`config.mk`:
```
export PLATFORM = sky130hd
export DESIGN_NAME = ordered_two_pattern_search
export DESIGN_NICKNAME = d
export VERILOG_FILES = /design/src/otps_pkg.sv /design/src/ordered_two_pattern_search.sv
export SDC_FILE = /design/constraint.sdc
export NUM_CORES = 1
export LEC_CHECK = 0
export BUFFER_PORTS_ARGS = -buffer_cell sky130_fd_sc_hd__buf_2
export CORE_ASPECT_RATIO = 2
export CORE_MARGIN = 5
export CORE_UTILIZATION = 46
export CTS_CLUSTER_SIZE = 25
export DETAILED_ROUTE_END_ITERATION = 12
export PLACE_DENSITY_LB_ADDON = 0.3
export SLEW_MARGIN = 40
export SYNTH_ARGS = -nofsm -noshare
export SYNTH_HDL_FRONTEND = slang
export SYNTH_SLANG_ARGS = --single-unit
```
`constraint.sdc`:
```
create_clock -name clk_i -period 5.7 [get_ports clk_i]
set_input_delay 0.57 -clock clk_i [delete_from_list [all_inputs] [get_ports clk_i]]
set_output_delay 0.57 -clock clk_i [all_outputs]
set_load 0.005 [all_outputs]
```
`src/otps_pkg.sv`:
```
package otps_pkg;

  // Longest pattern held in the configuration registers
  localparam int unsigned MaxPattern = 8;
  // Width of a length, gap or byte count (holds 0..MaxPattern)
  localparam int unsigned CntW       = $clog2(MaxPattern + 1);
  localparam int unsigned PatW       = 8 * MaxPattern;
  localparam int unsigned AddrW      = 5;
  localparam int unsigned DataW      = 64;

  // Register indexes (paddr[4:3])
  localparam logic [1:0] RegFirstPattern  = 2'd0;
  localparam logic [1:0] RegFirstLength   = 2'd1;
  localparam logic [1:0] RegSecondPattern = 2'd2;
  localparam logic [1:0] RegSecondLength  = 2'd3;

  // Verdict bits
  localparam logic [1:0] VerdictNone     = 2'd0;
  localparam logic [1:0] VerdictForward  = 2'd1;
  localparam logic [1:0] VerdictBackward = 2'd2;

  typedef logic [MaxPattern-1:0][7:0] win_t;

  // Search phase: first stage, second stage, done
  typedef enum logic [2:0] {
    PhSeekFirst  = 3'b001,
    PhSeekSecond = 3'b010,
    PhFound      = 3'b100
  } phase_e;

  // Clamp a length register to 1..MaxPattern
  function automatic logic [CntW-1:0] eff_len(logic [3:0] reg_val);
    logic [CntW-1:0] n;
    n = CntW'(reg_val);
    if (reg_val == 4'd0) begin
      n = CntW'(1);
    end else if (32'(reg_val) > MaxPattern) begin
      n = CntW'(MaxPattern);
    end
    return n;
  endfunction

  // Count up, holding at MaxPattern
  function automatic logic [CntW-1:0] sat_inc(logic [CntW-1:0] v);
    return (32'(v) < MaxPattern) ? v + CntW'(1) : CntW'(MaxPattern);
  endfunction

  // Compare a pattern (plain or reversed) against the window ending at the newest byte
  function automatic logic win_match(win_t win, logic [PatW-1:0] pat,
                                     logic [CntW-1:0] len, logic [CntW-1:0] seen,
                                     logic rev);
    logic                          hit;
    logic [$clog2(MaxPattern)-1:0] k;
    hit = (seen >= len);
    for (int a = 0; a < MaxPattern; a++) begin
      k = rev ? $clog2(MaxPattern)'(a)
              : $clog2(MaxPattern)'(len - CntW'(1) - CntW'(a));
      if ((CntW'(a) < len) && (win[a] != pat[8*k +: 8])) begin
        hit = 1'b0;
      end
    end
    return hit;
  endfunction

endpackage

```
`src/ordered_two_pattern_search.sv`:
```
// Channel  | Direction | Signals                          | Contents
// s_axis   | in        | tvalid tready tdata[7:0] tlast   | text_char, last_char on tlast
// m_axis   | out       | tvalid tready tdata[7:0]         | verdict in [1:0], zero above
// apb      | in        | psel penable pwrite paddr pwdata | four registers at 8*i
//
// One byte per cycle: a byte lands in the input register, the window compare and
// phase update run in the next cycle, and a verdict on the last byte goes to the
// output register. Throughput stalls only when a verdict waits in the output
// register and the next last byte is ready to advance. Reset (rst_ni low,
// asynchronous) clears search state, the patterns to zero and the lengths to one.
module ordered_two_pattern_search (
  input  logic                           clk_i,
  input  logic                           rst_ni,
  // input stream
  input  logic                           s_axis_tvalid,
  output logic                           s_axis_tready,
  input  logic [7:0]                     s_axis_tdata,   // [7:0] text_char
  input  logic                           s_axis_tlast,
  // output stream
  output logic                           m_axis_tvalid,
  input  logic                           m_axis_tready,
  output logic [7:0]                     m_axis_tdata,   // [1:0] verdict, [7:2] zero
  // configuration port
  input  logic                           psel,
  input  logic                           penable,
  input  logic                           pwrite,
  input  logic [otps_pkg::AddrW-1:0]     paddr,
  input  logic [otps_pkg::DataW-1:0]     pwdata,
  output logic [otps_pkg::DataW-1:0]     prdata,
  output logic                           pready
);

  // Configuration registers
  logic [otps_pkg::PatW-1:0] first_pat_q, second_pat_q;
  logic [3:0]                first_len_q, second_len_q;
  logic                      cfg_wr;

  assign pready = 1'b1;
  assign cfg_wr = psel & penable & pwrite;

  always_ff @(posedge clk_i or negedge rst_ni) begin
    if (!rst_ni) begin
      first_pat_q  <= '0;
      first_len_q  <= 4'd1;
      second_pat_q <= '0;
      second_len_q <= 4'd1;
    end else if (cfg_wr) begin
      unique case (paddr[4:3])
        otps_pkg::RegFirstPattern:  first_pat_q  <= pwdata;
        otps_pkg::RegFirstLength:   first_len_q  <= pwdata[3:0];
        otps_pkg::RegSecondPattern: second_pat_q <= pwdata;
        otps_pkg::RegSecondLength:  second_len_q <= pwdata[3:0];
        default: ;
      endcase
    end
  end

  // Read back
  always_comb begin
    unique case (paddr[4:3])
      otps_pkg::RegFirstPattern:  prdata = first_pat_q;
      otps_pkg::RegFirstLength:   prdata = {60'd0, first_len_q};
      otps_pkg::RegSecondPattern: prdata = second_pat_q;
      otps_pkg::RegSecondLength:  prdata = {60'd0, second_len_q};
      default:                    prdata = '0;
    endcase
  end

  // Input register
  logic       in_valid_q, in_last_q;
  logic [7:0] in_char_q;
  logic       out_valid_q;
  logic [1:0] verdict_q;
  logic       out_free, adv;

  assign out_free      = !out_valid_q || m_axis_tready;
  assign adv           = in_valid_q && (!in_last_q || out_free);
  assign s_axis_tready = !in_valid_q || adv;

  always_ff @(posedge clk_i or negedge rst_ni) begin
    if (!rst_ni) begin
      in_valid_q <= 1'b0;
    end else if (s_axis_tready) begin
      in_valid_q <= s_axis_tvalid;
    end
  end

  always_ff @(posedge clk_i) begin
    if (s_axis_tready && s_axis_tvalid) begin
      in_char_q <= s_axis_tdata;
      in_last_q <= s_axis_tlast;
    end
  end

  // Search state
  otps_pkg::win_t             win_q, win_d;
  logic [otps_pkg::CntW-1:0]  seen_q, seen_d;
  logic [otps_pkg::CntW-1:0]  fwd_gap_q, fwd_gap_d, bwd_gap_q, bwd_gap_d;
  otps_pkg::phase_e           fwd_ph_q, fwd_ph_d, bwd_ph_q, bwd_ph_d;
  logic [otps_pkg::CntW-1:0]  l1, l2;
  logic [1:0]                 verdict_d;

  assign l1 = otps_pkg::eff_len(first_len_q);
  assign l2 = otps_pkg::eff_len(second_len_q);

  // Shift the byte in, then advance both searches
  always_comb begin
    win_d     = {win_q[otps_pkg::MaxPattern-2:0], in_char_q};
    seen_d    = otps_pkg::sat_inc(seen_q);
    fwd_ph_d  = fwd_ph_q;
    fwd_gap_d = fwd_gap_q;
    bwd_ph_d  = bwd_ph_q;
    bwd_gap_d = bwd_gap_q;

    unique case (fwd_ph_q)
      otps_pkg::PhSeekFirst: begin
        if (otps_pkg::win_match(win_d, first_pat_q, l1, seen_d, 1'b0)) begin
          fwd_ph_d  = otps_pkg::PhSeekSecond;
          fwd_gap_d = '0;
        end
      end
      otps_pkg::PhSeekSecond: begin
        fwd_gap_d = otps_pkg::sat_inc(fwd_gap_q);
        if (fwd_gap_d >= l2 &&
            otps_pkg::win_match(win_d, second_pat_q, l2, seen_d, 1'b0)) begin
          fwd_ph_d = otps_pkg::PhFound;
        end
      end
      default: ;
    endcase

    unique case (bwd_ph_q)
      otps_pkg::PhSeekFirst: begin
        if (otps_pkg::win_match(win_d, second_pat_q, l2, seen_d, 1'b1)) begin
          bwd_ph_d  = otps_pkg::PhSeekSecond;
          bwd_gap_d = '0;
        end
      end
      otps_pkg::PhSeekSecond: begin
        bwd_gap_d = otps_pkg::sat_inc(bwd_gap_q);
        if (bwd_gap_d >= l1 &&
            otps_pkg::win_match(win_d, first_pat_q, l1, seen_d, 1'b1)) begin
          bwd_ph_d = otps_pkg::PhFound;
        end
      end
      default: ;
    endcase

    verdict_d = otps_pkg::VerdictNone;
    if (fwd_ph_d == otps_pkg::PhFound) verdict_d = verdict_d | otps_pkg::VerdictForward;
    if (bwd_ph_d == otps_pkg::PhFound) verdict_d = verdict_d | otps_pkg::VerdictBackward;
  end

  // Commit the state; clear it after the last byte
  always_ff @(posedge clk_i or negedge rst_ni) begin
    if (!rst_ni) begin
      win_q     <= '0;
      seen_q    <= '0;
      fwd_ph_q  <= otps_pkg::PhSeekFirst;
      fwd_gap_q <= '0;
      bwd_ph_q  <= otps_pkg::PhSeekFirst;
      bwd_gap_q <= '0;
    end else if (adv) begin
      if (in_last_q) begin
        win_q     <= '0;
        seen_q    <= '0;
        fwd_ph_q  <= otps_pkg::PhSeekFirst;
        fwd_gap_q <= '0;
        bwd_ph_q  <= otps_pkg::PhSeekFirst;
        bwd_gap_q <= '0;
      end else begin
        win_q     <= win_d;
        seen_q    <= seen_d;
        fwd_ph_q  <= fwd_ph_d;
        fwd_gap_q <= fwd_gap_d;
        bwd_ph_q  <= bwd_ph_d;
        bwd_gap_q <= bwd_gap_d;
      end
    end
  end

  // Output register
  always_ff @(posedge clk_i or negedge rst_ni) begin
    if (!rst_ni) begin
      out_valid_q <= 1'b0;
    end else if (adv && in_last_q) begin
      out_valid_q <= 1'b1;
    end else if (m_axis_tready) begin
      out_valid_q <= 1'b0;
    end
  end

  always_ff @(posedge clk_i) begin
    if (adv && in_last_q) begin
      verdict_q <= verdict_d;
    end
  end

  assign m_axis_tvalid = out_valid_q;
  assign m_axis_tdata  = {6'd0, verdict_q};

  // A last byte leaves a verdict waiting and the search state cleared
  a_last_clears: assert property (@(posedge clk_i) disable iff (!rst_ni)
    (adv && in_last_q) |=> (out_valid_q && seen_q == '0 &&
                            fwd_ph_q == otps_pkg::PhSeekFirst &&
                            bwd_ph_q == otps_pkg::PhSeekFirst))
    else $error("state not cleared after last byte");

  // A last byte never advances over an unread verdict
  a_no_overwrite: assert property (@(posedge clk_i) disable iff (!rst_ni)
    (adv && in_last_q) |-> (!out_valid_q || m_axis_tready))
    else $error("verdict overwritten");

  // Counters stay within their saturation limit
  a_sat: assert property (@(posedge clk_i) disable iff (!rst_ni)
    (32'(seen_q) <= otps_pkg::MaxPattern) && (32'(fwd_gap_q) <= otps_pkg::MaxPattern) &&
    (32'(bwd_gap_q) <= otps_pkg::MaxPattern))
    else $error("counter beyond limit");

endmodule

```
# After elaboration in Yosys (flattened, before gate mapping)
# Index checks and enable logic that the tools add are counted.
# totals
n_memories,0
ff_bits,223
output_inout_bits,75
latchBits,0
input_bits,85
word_cells,245
mem_bits_ro,0
ramBits,0
# classes
div,0
n_reduce_logical,55
n_mux,63
bitwise_logic,2
shift,16
mul,0
addsub,19
n_lt_le_gt_ge,25
n_eq_ne,43
# op_table
cell,n
64-bit by 7-bit variable part select with 8-bit output,16
8-bit inequality test,32
64-bit case mux with 4 select lines,1
56-bit 2-to-1 mux,1
4-bit 2-to-1 mux,12
1-bit 2-to-1 mux,39
1-bit logical AND,37
3-bit by 4-bit less-than comparator with 1-bit output (first input constant),8
3-bit subtractor (second input constant),8
3-bit 2-to-1 mux,6
4-bit greater-or-equal comparator,4
1-bit by 4-bit less-than comparator with 1-bit output (first input constant),4
2-bit by 4-bit less-than comparator with 1-bit output (first input constant),4
4-bit case mux with 2 select lines,2
4-bit by 1-bit adder with 4-bit output (second input constant),3
4-bit less-than comparator (second input constant),3
3-bit case mux with 2 select lines,2
3-bit by 1-bit subtractor with 3-bit output (second input constant),4
3-bit by 2-bit subtractor with 3-bit output (second input constant),4
4-bit greater-than comparator (second input constant),2
4-bit zero test,2
2-bit AND reduction,4
3-bit by 1-bit == test with 1-bit output (second input constant),2
3-bit by 2-bit == test with 1-bit output (second input constant),2
other kinds (11),21

# Longest topological paths before layout
# depth
ltp_word,21
ltp_mapped,21
ltp_nobuf,15

# Worst setup path before layout
# No wires, ideal clock.
# synth_path
kind,register -> register
start,register second_len_q[0]
end,register fwd_ph_q[1]
n_path_buf,7
period_less_slack_ns,4.531
t_arrival_ns,4.413
setup_slack_ns,1.169
path_stages_with_launch,22
path_cell_list,dfstp_2 o21ba_2 nor2_1 inv_2 buf_2 buf_2 buf_2 ha_1 buf_2 xnor2_4 buf_6 buf_6 buf_2 mux2i_1 mux4_2 xor2_1 o2111ai_1 nor4_4 nand3b_1 o211ai_1 nand3b_1 o21a_1
# synth_between
elab_chain_len,20
# synth_rtl
item,line,text
from (decl),ordered_two_pattern_search.sv:35,"logic [3:0] first_len_q, second_len_q;"
from (signal assigned),ordered_two_pattern_search.sv:52,otps_pkg::RegSecondLength: second_len_q <= pwdata[3:0];
4-bit greater-than comparator,otps_pkg.sv:37,end else if (32'(reg_val) > MaxPattern) begin
4-bit 2-to-1 mux,otps_pkg.sv:37,
4-bit 2-to-1 mux (*),otps_pkg.sv:35,if (reg_val == 4'd0) begin
3-bit by 1-bit subtractor with 3-bit output,-,
3-bit by 1-bit subtractor with 3-bit output or 64-bit by 7-bit variable part select with 8-bit output (tied branches),-,
64-bit by 7-bit variable part select with 8-bit output or 8-bit inequality test (tied branches),otps_pkg.sv:58,if ((CntW'(a) < len) && (win[a] != pat[8*k +: 8])) begin
8-bit inequality test or 1-bit logical AND (tied branches),otps_pkg.sv:58,
1-bit logical AND or 1-bit 2-to-1 mux (tied branches),otps_pkg.sv:58,
1-bit 2-to-1 mux (7 in a row),otps_pkg.sv:58,
1-bit 2-to-1 mux,ordered_two_pattern_search.sv:115,unique case (fwd_ph_q)
1-bit logical AND (*),ordered_two_pattern_search.sv:124,if (fwd_gap_d >= l2 &&
3-bit 2-to-1 mux (*),ordered_two_pattern_search.sv:124,
3-bit case mux with 2 select lines (*),ordered_two_pattern_search.sv:115,
3-bit 2-to-1 mux (*),ordered_two_pattern_search.sv:164,if (in_last_q) begin
to (signal assigned),ordered_two_pattern_search.sv:159,fwd_ph_q <= otps_pkg::PhSeekFirst;
to (signal assigned),ordered_two_pattern_search.sv:167,fwd_ph_q <= otps_pkg::PhSeekFirst;
to (signal assigned),ordered_two_pattern_search.sv:174,fwd_ph_q <= fwd_ph_d;
to (decl),ordered_two_pattern_search.sv:99,"otps_pkg::phase_e fwd_ph_q, fwd_ph_d, bwd_ph_q, bwd_ph_d;"
# Mark *: on every way between the ends. The rest lies on a longest branch, timed or not. The select of a mux whose other input is x is not followed.
# A chain may end at the register's enable or synchronous reset.

# Worst setup path after layout
# layout_path
start,register first_len_q[0]
end,register fwd_gap_q[2] (netlist name)
# layout_between
elab_chain_len,18
# layout_rtl
item,line,text
from (decl),ordered_two_pattern_search.sv:35,
from (signal assigned),ordered_two_pattern_search.sv:50,otps_pkg::RegFirstLength: first_len_q <= pwdata[3:0];
4-bit greater-than comparator,otps_pkg.sv:37,
4-bit 2-to-1 mux,otps_pkg.sv:37,
4-bit 2-to-1 mux (*),otps_pkg.sv:35,
3-bit by 1-bit subtractor with 3-bit output,-,
3-bit by 1-bit subtractor with 3-bit output or 64-bit by 7-bit variable part select with 8-bit output (tied branches),-,
64-bit by 7-bit variable part select with 8-bit output or 8-bit inequality test (tied branches),otps_pkg.sv:58,
8-bit inequality test or 1-bit logical AND (tied branches),otps_pkg.sv:58,
1-bit logical AND or 1-bit 2-to-1 mux (tied branches),otps_pkg.sv:58,
1-bit 2-to-1 mux (6 in a row),otps_pkg.sv:58,
1-bit 2-to-1 mux (*),otps_pkg.sv:58,
1-bit 2-to-1 mux (*),ordered_two_pattern_search.sv:115,
3-bit inequality test (no line) (*),-,
3-bit AND reduction (no line) (*),-,
to (signal assigned),ordered_two_pattern_search.sv:175,fwd_gap_q <= fwd_gap_d;
to (decl),ordered_two_pattern_search.sv:98,"logic [otps_pkg::CntW-1:0] fwd_gap_q, fwd_gap_d, bwd_gap_q, bwd_gap_d;"
# Marked as above.

==> metrics.txt <==
# TYPE chip_impl_metric gauge
chip_impl_metric{name="cts_buf_count",unit=""} 22
chip_impl_info{name="final_cell_mix",value="206 x dfrtp_1, 196 x nand2_1, 188 x mux2i_1, 157 x mux2_2, 151 x xnor2_1"} 1
chip_impl_metric{name="post_synth_inst_count",unit=""} 2193
chip_impl_metric{name="totalPowerFinal",unit="mW"} 10.29
chip_impl_metric{name="cts.repair_timing.setup_buffer_count",unit=""} 0
chip_impl_metric{name="drc",unit=""} 0
chip_impl_metric{name="number_of_vias_after_detailed_routing",unit=""} 19030
chip_impl_metric{name="final.fill_count",unit=""} 4041
chip_impl_metric{name="synth-edff-count",unit=""} 11
chip_impl_metric{name="clock-skew-final",unit="ps"} 15.90
chip_impl_metric{name="cp.arrival",unit="ps"} 5570
chip_impl_info{name="status",value="completed"} 1
chip_impl_metric{name="setup_viol",unit=""} 0
chip_impl_metric{name="post_synth.cell_area_avg",unit="sq um"} 9.157
chip_impl_info{name="post_synth_main_area_contributors",value="dfrtp_1 26%, mux2i_1 9.4%, mux2_2 8.8%"} 1
chip_impl_metric{name="hold_viol",unit=""} 0
chip_impl_metric{name="syn-cell-area",unit="sq um"} 20080
chip_impl_metric{name="cts.hold.buffers_added",unit=""} 1
chip_impl_info{name="min_delay_path_class",value="in2reg"} 1
chip_impl_metric{name="portBuffers",unit=""} 149
chip_impl_metric{name="whs",unit="ps"} 194.7
chip_impl_metric{name="layout.nets",unit=""} 2268
chip_impl_info{name="final_common_cell",value="dfrtp_1"} 1
chip_impl_metric{name="area.growth.synth_to_final",unit="%"} 8.754
chip_impl_metric{name="cp_num_buf_inv",unit=""} 2
chip_impl_metric{name="dp_worst_setup_slack",unit="ps"} 708.5
chip_impl_metric{name="worst_ir_drop_vdd",unit="mV"} 0.3212
chip_impl_metric{name="first_pass_iters",unit=""} 6
chip_impl_info{name="main_combinational_cell_family_by_area_after_synthesis",value="multiplexers"} 1
chip_impl_metric{name="initial_utilization",unit="%"} 46.30
chip_impl_metric{name="post_synth_and_or_nand_nor_area_fraction",unit="%"} 13.66
chip_impl_metric{name="final_layout_size_suffix_gt1_share",unit="%"} 24.60
chip_impl_info{name="synth_top_flop_cell",value="dfrtp_1"} 1
chip_impl_metric{name="die_height",unit="microns"} 305.5
chip_impl_info{name="worst_setup_path_start_kind",value="register"} 1
chip_impl_metric{name="cts.sinks",unit=""} 223
chip_impl_metric{name="final_util",unit="%"} 50.35
chip_impl_metric{name="cts_max_path_buffers",unit=""} 3
chip_impl_metric{name="cap_violations",unit=""} 0
chip_impl_metric{name="postRouteWirelength",unit="microns"} 104700
chip_impl_metric{name="powerDensity",unit="nW/um^2"} 471.0
chip_impl_metric{name="clk_latency",unit="ps"} 550
chip_impl_metric{name="timing.critical_path.fanout_max",unit=""} 5
chip_impl_metric{name="layout_setup_ws",unit="ps"} 565.6
chip_impl_info{name="netlist.top_cell.by_area",value="dfrtp_1"} 1
chip_impl_metric{name="post-synth-top-area-fraction",unit="%"} 25.92
chip_impl_metric{name="max-slew-margin-rel",unit="%"} 39.36
chip_impl_metric{name="yosysSeqAreaShare",unit="%"} 28.09
chip_impl_metric{name="post_cts_clock_slew_at_the_launch_and_capture_registers_of_the_worst_setup_and_hold_paths",unit="ps"} 70
chip_impl_metric{name="synth-seq-cells",unit=""} 223
chip_impl_metric{name="number_of_global_route_vias_before_repair",unit=""} 18780
chip_impl_metric{name="detailedRoute.firstIterationViolations",unit=""} 2394
chip_impl_info{name="cts_tree",value="built"} 1
chip_impl_metric{name="tightest_slew",unit="ps"} 903.6
chip_impl_metric{name="max_clock_freq",unit="MHz"} 194.8
chip_impl_metric{name="cts-resized-gates",unit=""} 0
chip_impl_metric{name="max_stage_delay",unit="ps"} 660
chip_impl_metric{name="yosysUniqueCellTypes",unit=""} 85
chip_impl_metric{name="gr-usage-all-layers",unit="%"} 43.03
chip_impl_metric{name="ys_async_sr_fraction",unit="%"} 95.07
chip_impl_metric{name="h-tree-depth",unit=""} 1
chip_impl_metric{name="post_synthesis_compound_gate_area_fraction",unit="%"} 11.94
chip_impl_metric{name="vias_per_cell",unit=""} 6.966
chip_impl_metric{name="p_leak",unit="nW"} 9.446
chip_impl_metric{name="post_synth_mux_area_share",unit="%"} 26.56
chip_impl_metric{name="top_level_ports",unit=""} 160
chip_impl_metric{name="globalRouteOverflowTotal",unit=""} 0
chip_impl_metric{name="dp.final_hpwl",unit="microns"} 78570
chip_impl_metric{name="yosys_warnings",unit=""} 0
chip_impl_info{name="worstSetupEndpointType",value="register"} 1
chip_impl_info{name="critPathKind",value="reg2reg"} 1
chip_impl_metric{name="grt_pass1_wl",unit="microns"} 145800
chip_impl_metric{name="antenna_found_initial",unit=""} 6
chip_impl_info{name="timing.critical_path.max_delay_family",value="compound AO/OA/AOI/OAI gates"} 1
chip_impl_metric{name="report.final.slew_viol_count",unit=""} 0
chip_impl_metric{name="chipWidth",unit="microns"} 157.7
chip_impl_metric{name="core_area",unit="sq um"} 43380
chip_impl_info{name="unrepaired_setup_endpoints_after_global_routing",value="false"} 1
chip_impl_metric{name="post_synth_xor_area_fraction",unit="%"} 11.60
chip_impl_metric{name="globalplace.congestion",unit=""} 1.075
chip_impl_metric{name="adder_cell_share_of_the_synthesized_area",unit="%"} 1.234
chip_impl_metric{name="final.min_clock_period",unit="ps"} 5134
chip_impl_metric{name="critical_path_required",unit="ps"} 6130
chip_impl_info{name="clock_tree.root_cell",value="clkbuf_16"} 1
chip_impl_metric{name="dieArea",unit="sq um"} 48190
chip_impl_info{name="critPathSlowestCell",value="xnor2_2"} 1
chip_impl_info{name="worstPathCellList",value="o21ba_1, nor2_8, inv_4, ha_1, inv_1, xnor2_2, mux2i_1, mux4_1, xor2_1, and3_1, a41oi_1, a2111oi_0, o211ai_1, a31o_1, a22o_1"} 1
chip_impl_metric{name="period_utilization",unit="%"} 90.08
chip_impl_metric{name="drtAntennaViolNets",unit=""} 0
chip_impl_metric{name="fin_tns_setup",unit="ps"} 0
chip_impl_metric{name="largest_net_degree_at_the_start_of_global_routing",unit=""} 89
chip_impl_metric{name="placement_rows",unit=""} 108
chip_impl_metric{name="routedWlPerCell",unit="microns"} 38.34
==> synth_stat cells (all sizes together) (64+ instances only) <==
| library cell | n |
|---|---|
| a21oi | 64 |
| buf | 83 |
| clkbuf | 204 |
| dfrtp | 208 |
| mux2 | 157 |
| mux2i | 189 |
| mux4 | 74 |
| nand2 | 197 |
| nand3 | 81 |
| nor2 | 149 |
| o21ai | 65 |
| xnor2 | 156 |
| xor2 | 106 |
==> cells by family after synthesis <==
family,count (synthesis)
simple gates,584
mux,420
compound gates,351
buf+inv,331
xor+xnor,262
flops,223
fa+ha+maj,20
other cells,2
==> final cells by class <==
class	instances	area, sq um	share of cell area [%]
inverter	44	170.2	0.7791
clock buffer	32	659.4	3.019
clock inverter	7	66.31	0.3036
timing repair buffer	229	1433	6.560
multi-input combinational	1644	13170	60.31
antenna	3	7.507	0.03437
sequential	223	5643	25.84
tap	550	688.2	3.151
==> registers in the layout (all words and copies together) (netlist names), 4 cells and up <==
signal / count
seen_q: 4
win_d: 56
bwd_gap_q: 4
fwd_gap_q: 4
in_char_q: 8
first_len_q: 4
second_pat_q: 64
first_pat_q: 64
second_len_q: 4
==> power by group <==
| group | internal, mW | leakage [nW] | switching, mW |
|---|---|---|---|
| sequential | 1.84 | 2.80 | 1.10 |
| clock | 0.849 | 0.359 | 0.685 |
| combinational | 2.44 | 6.29 | 3.37 |
==> path summary, 6_finish.rpt <==
check,start,endpoint,slack [ps],depth (start not counted)
max,first_len_q[0]$_DFFE_PN1P_,fwd_gap_q[2]$_DFFE_PN0P_,570,15
min,s_axis_tdata[4],in_char_q[4]$_DFFE_PP_,190,1
max reg2reg,first_len_q[0]$_DFFE_PN1P_,fwd_gap_q[2]$_DFFE_PN0P_,570,15
min reg2reg,fwd_ph_q[0]$_DFFE_PN1P_,fwd_ph_q[0]$_DFFE_PN1P_,500,2
max in group asynchronous,rst_ni,bwd_ph_q[0]$_DFFE_PN1P_,3890,4
min in group asynchronous,rst_ni,first_pat_q[37]$_DFFE_PN0P_,520,2
==> through the flow <==
step | cell area [sq um] | instances
detailed placement | 21070 | 2689
CTS | 21810 | 2729
floorplan | 20100 | 2198
global route | 21830 | 2729
global placement | 20990 | 2686
finish | 21840 | 2732
==> per-layer routing <==
metal / track usage (%) / share of wire [%]
met1: 45.55 / 31
met2: 66.76 / 45
met3: 11.06 / 9.3
met4: 43.08 / 14
met5: 0.1035 / 0
No activity file was read; power rests on OpenSTA's default activity.
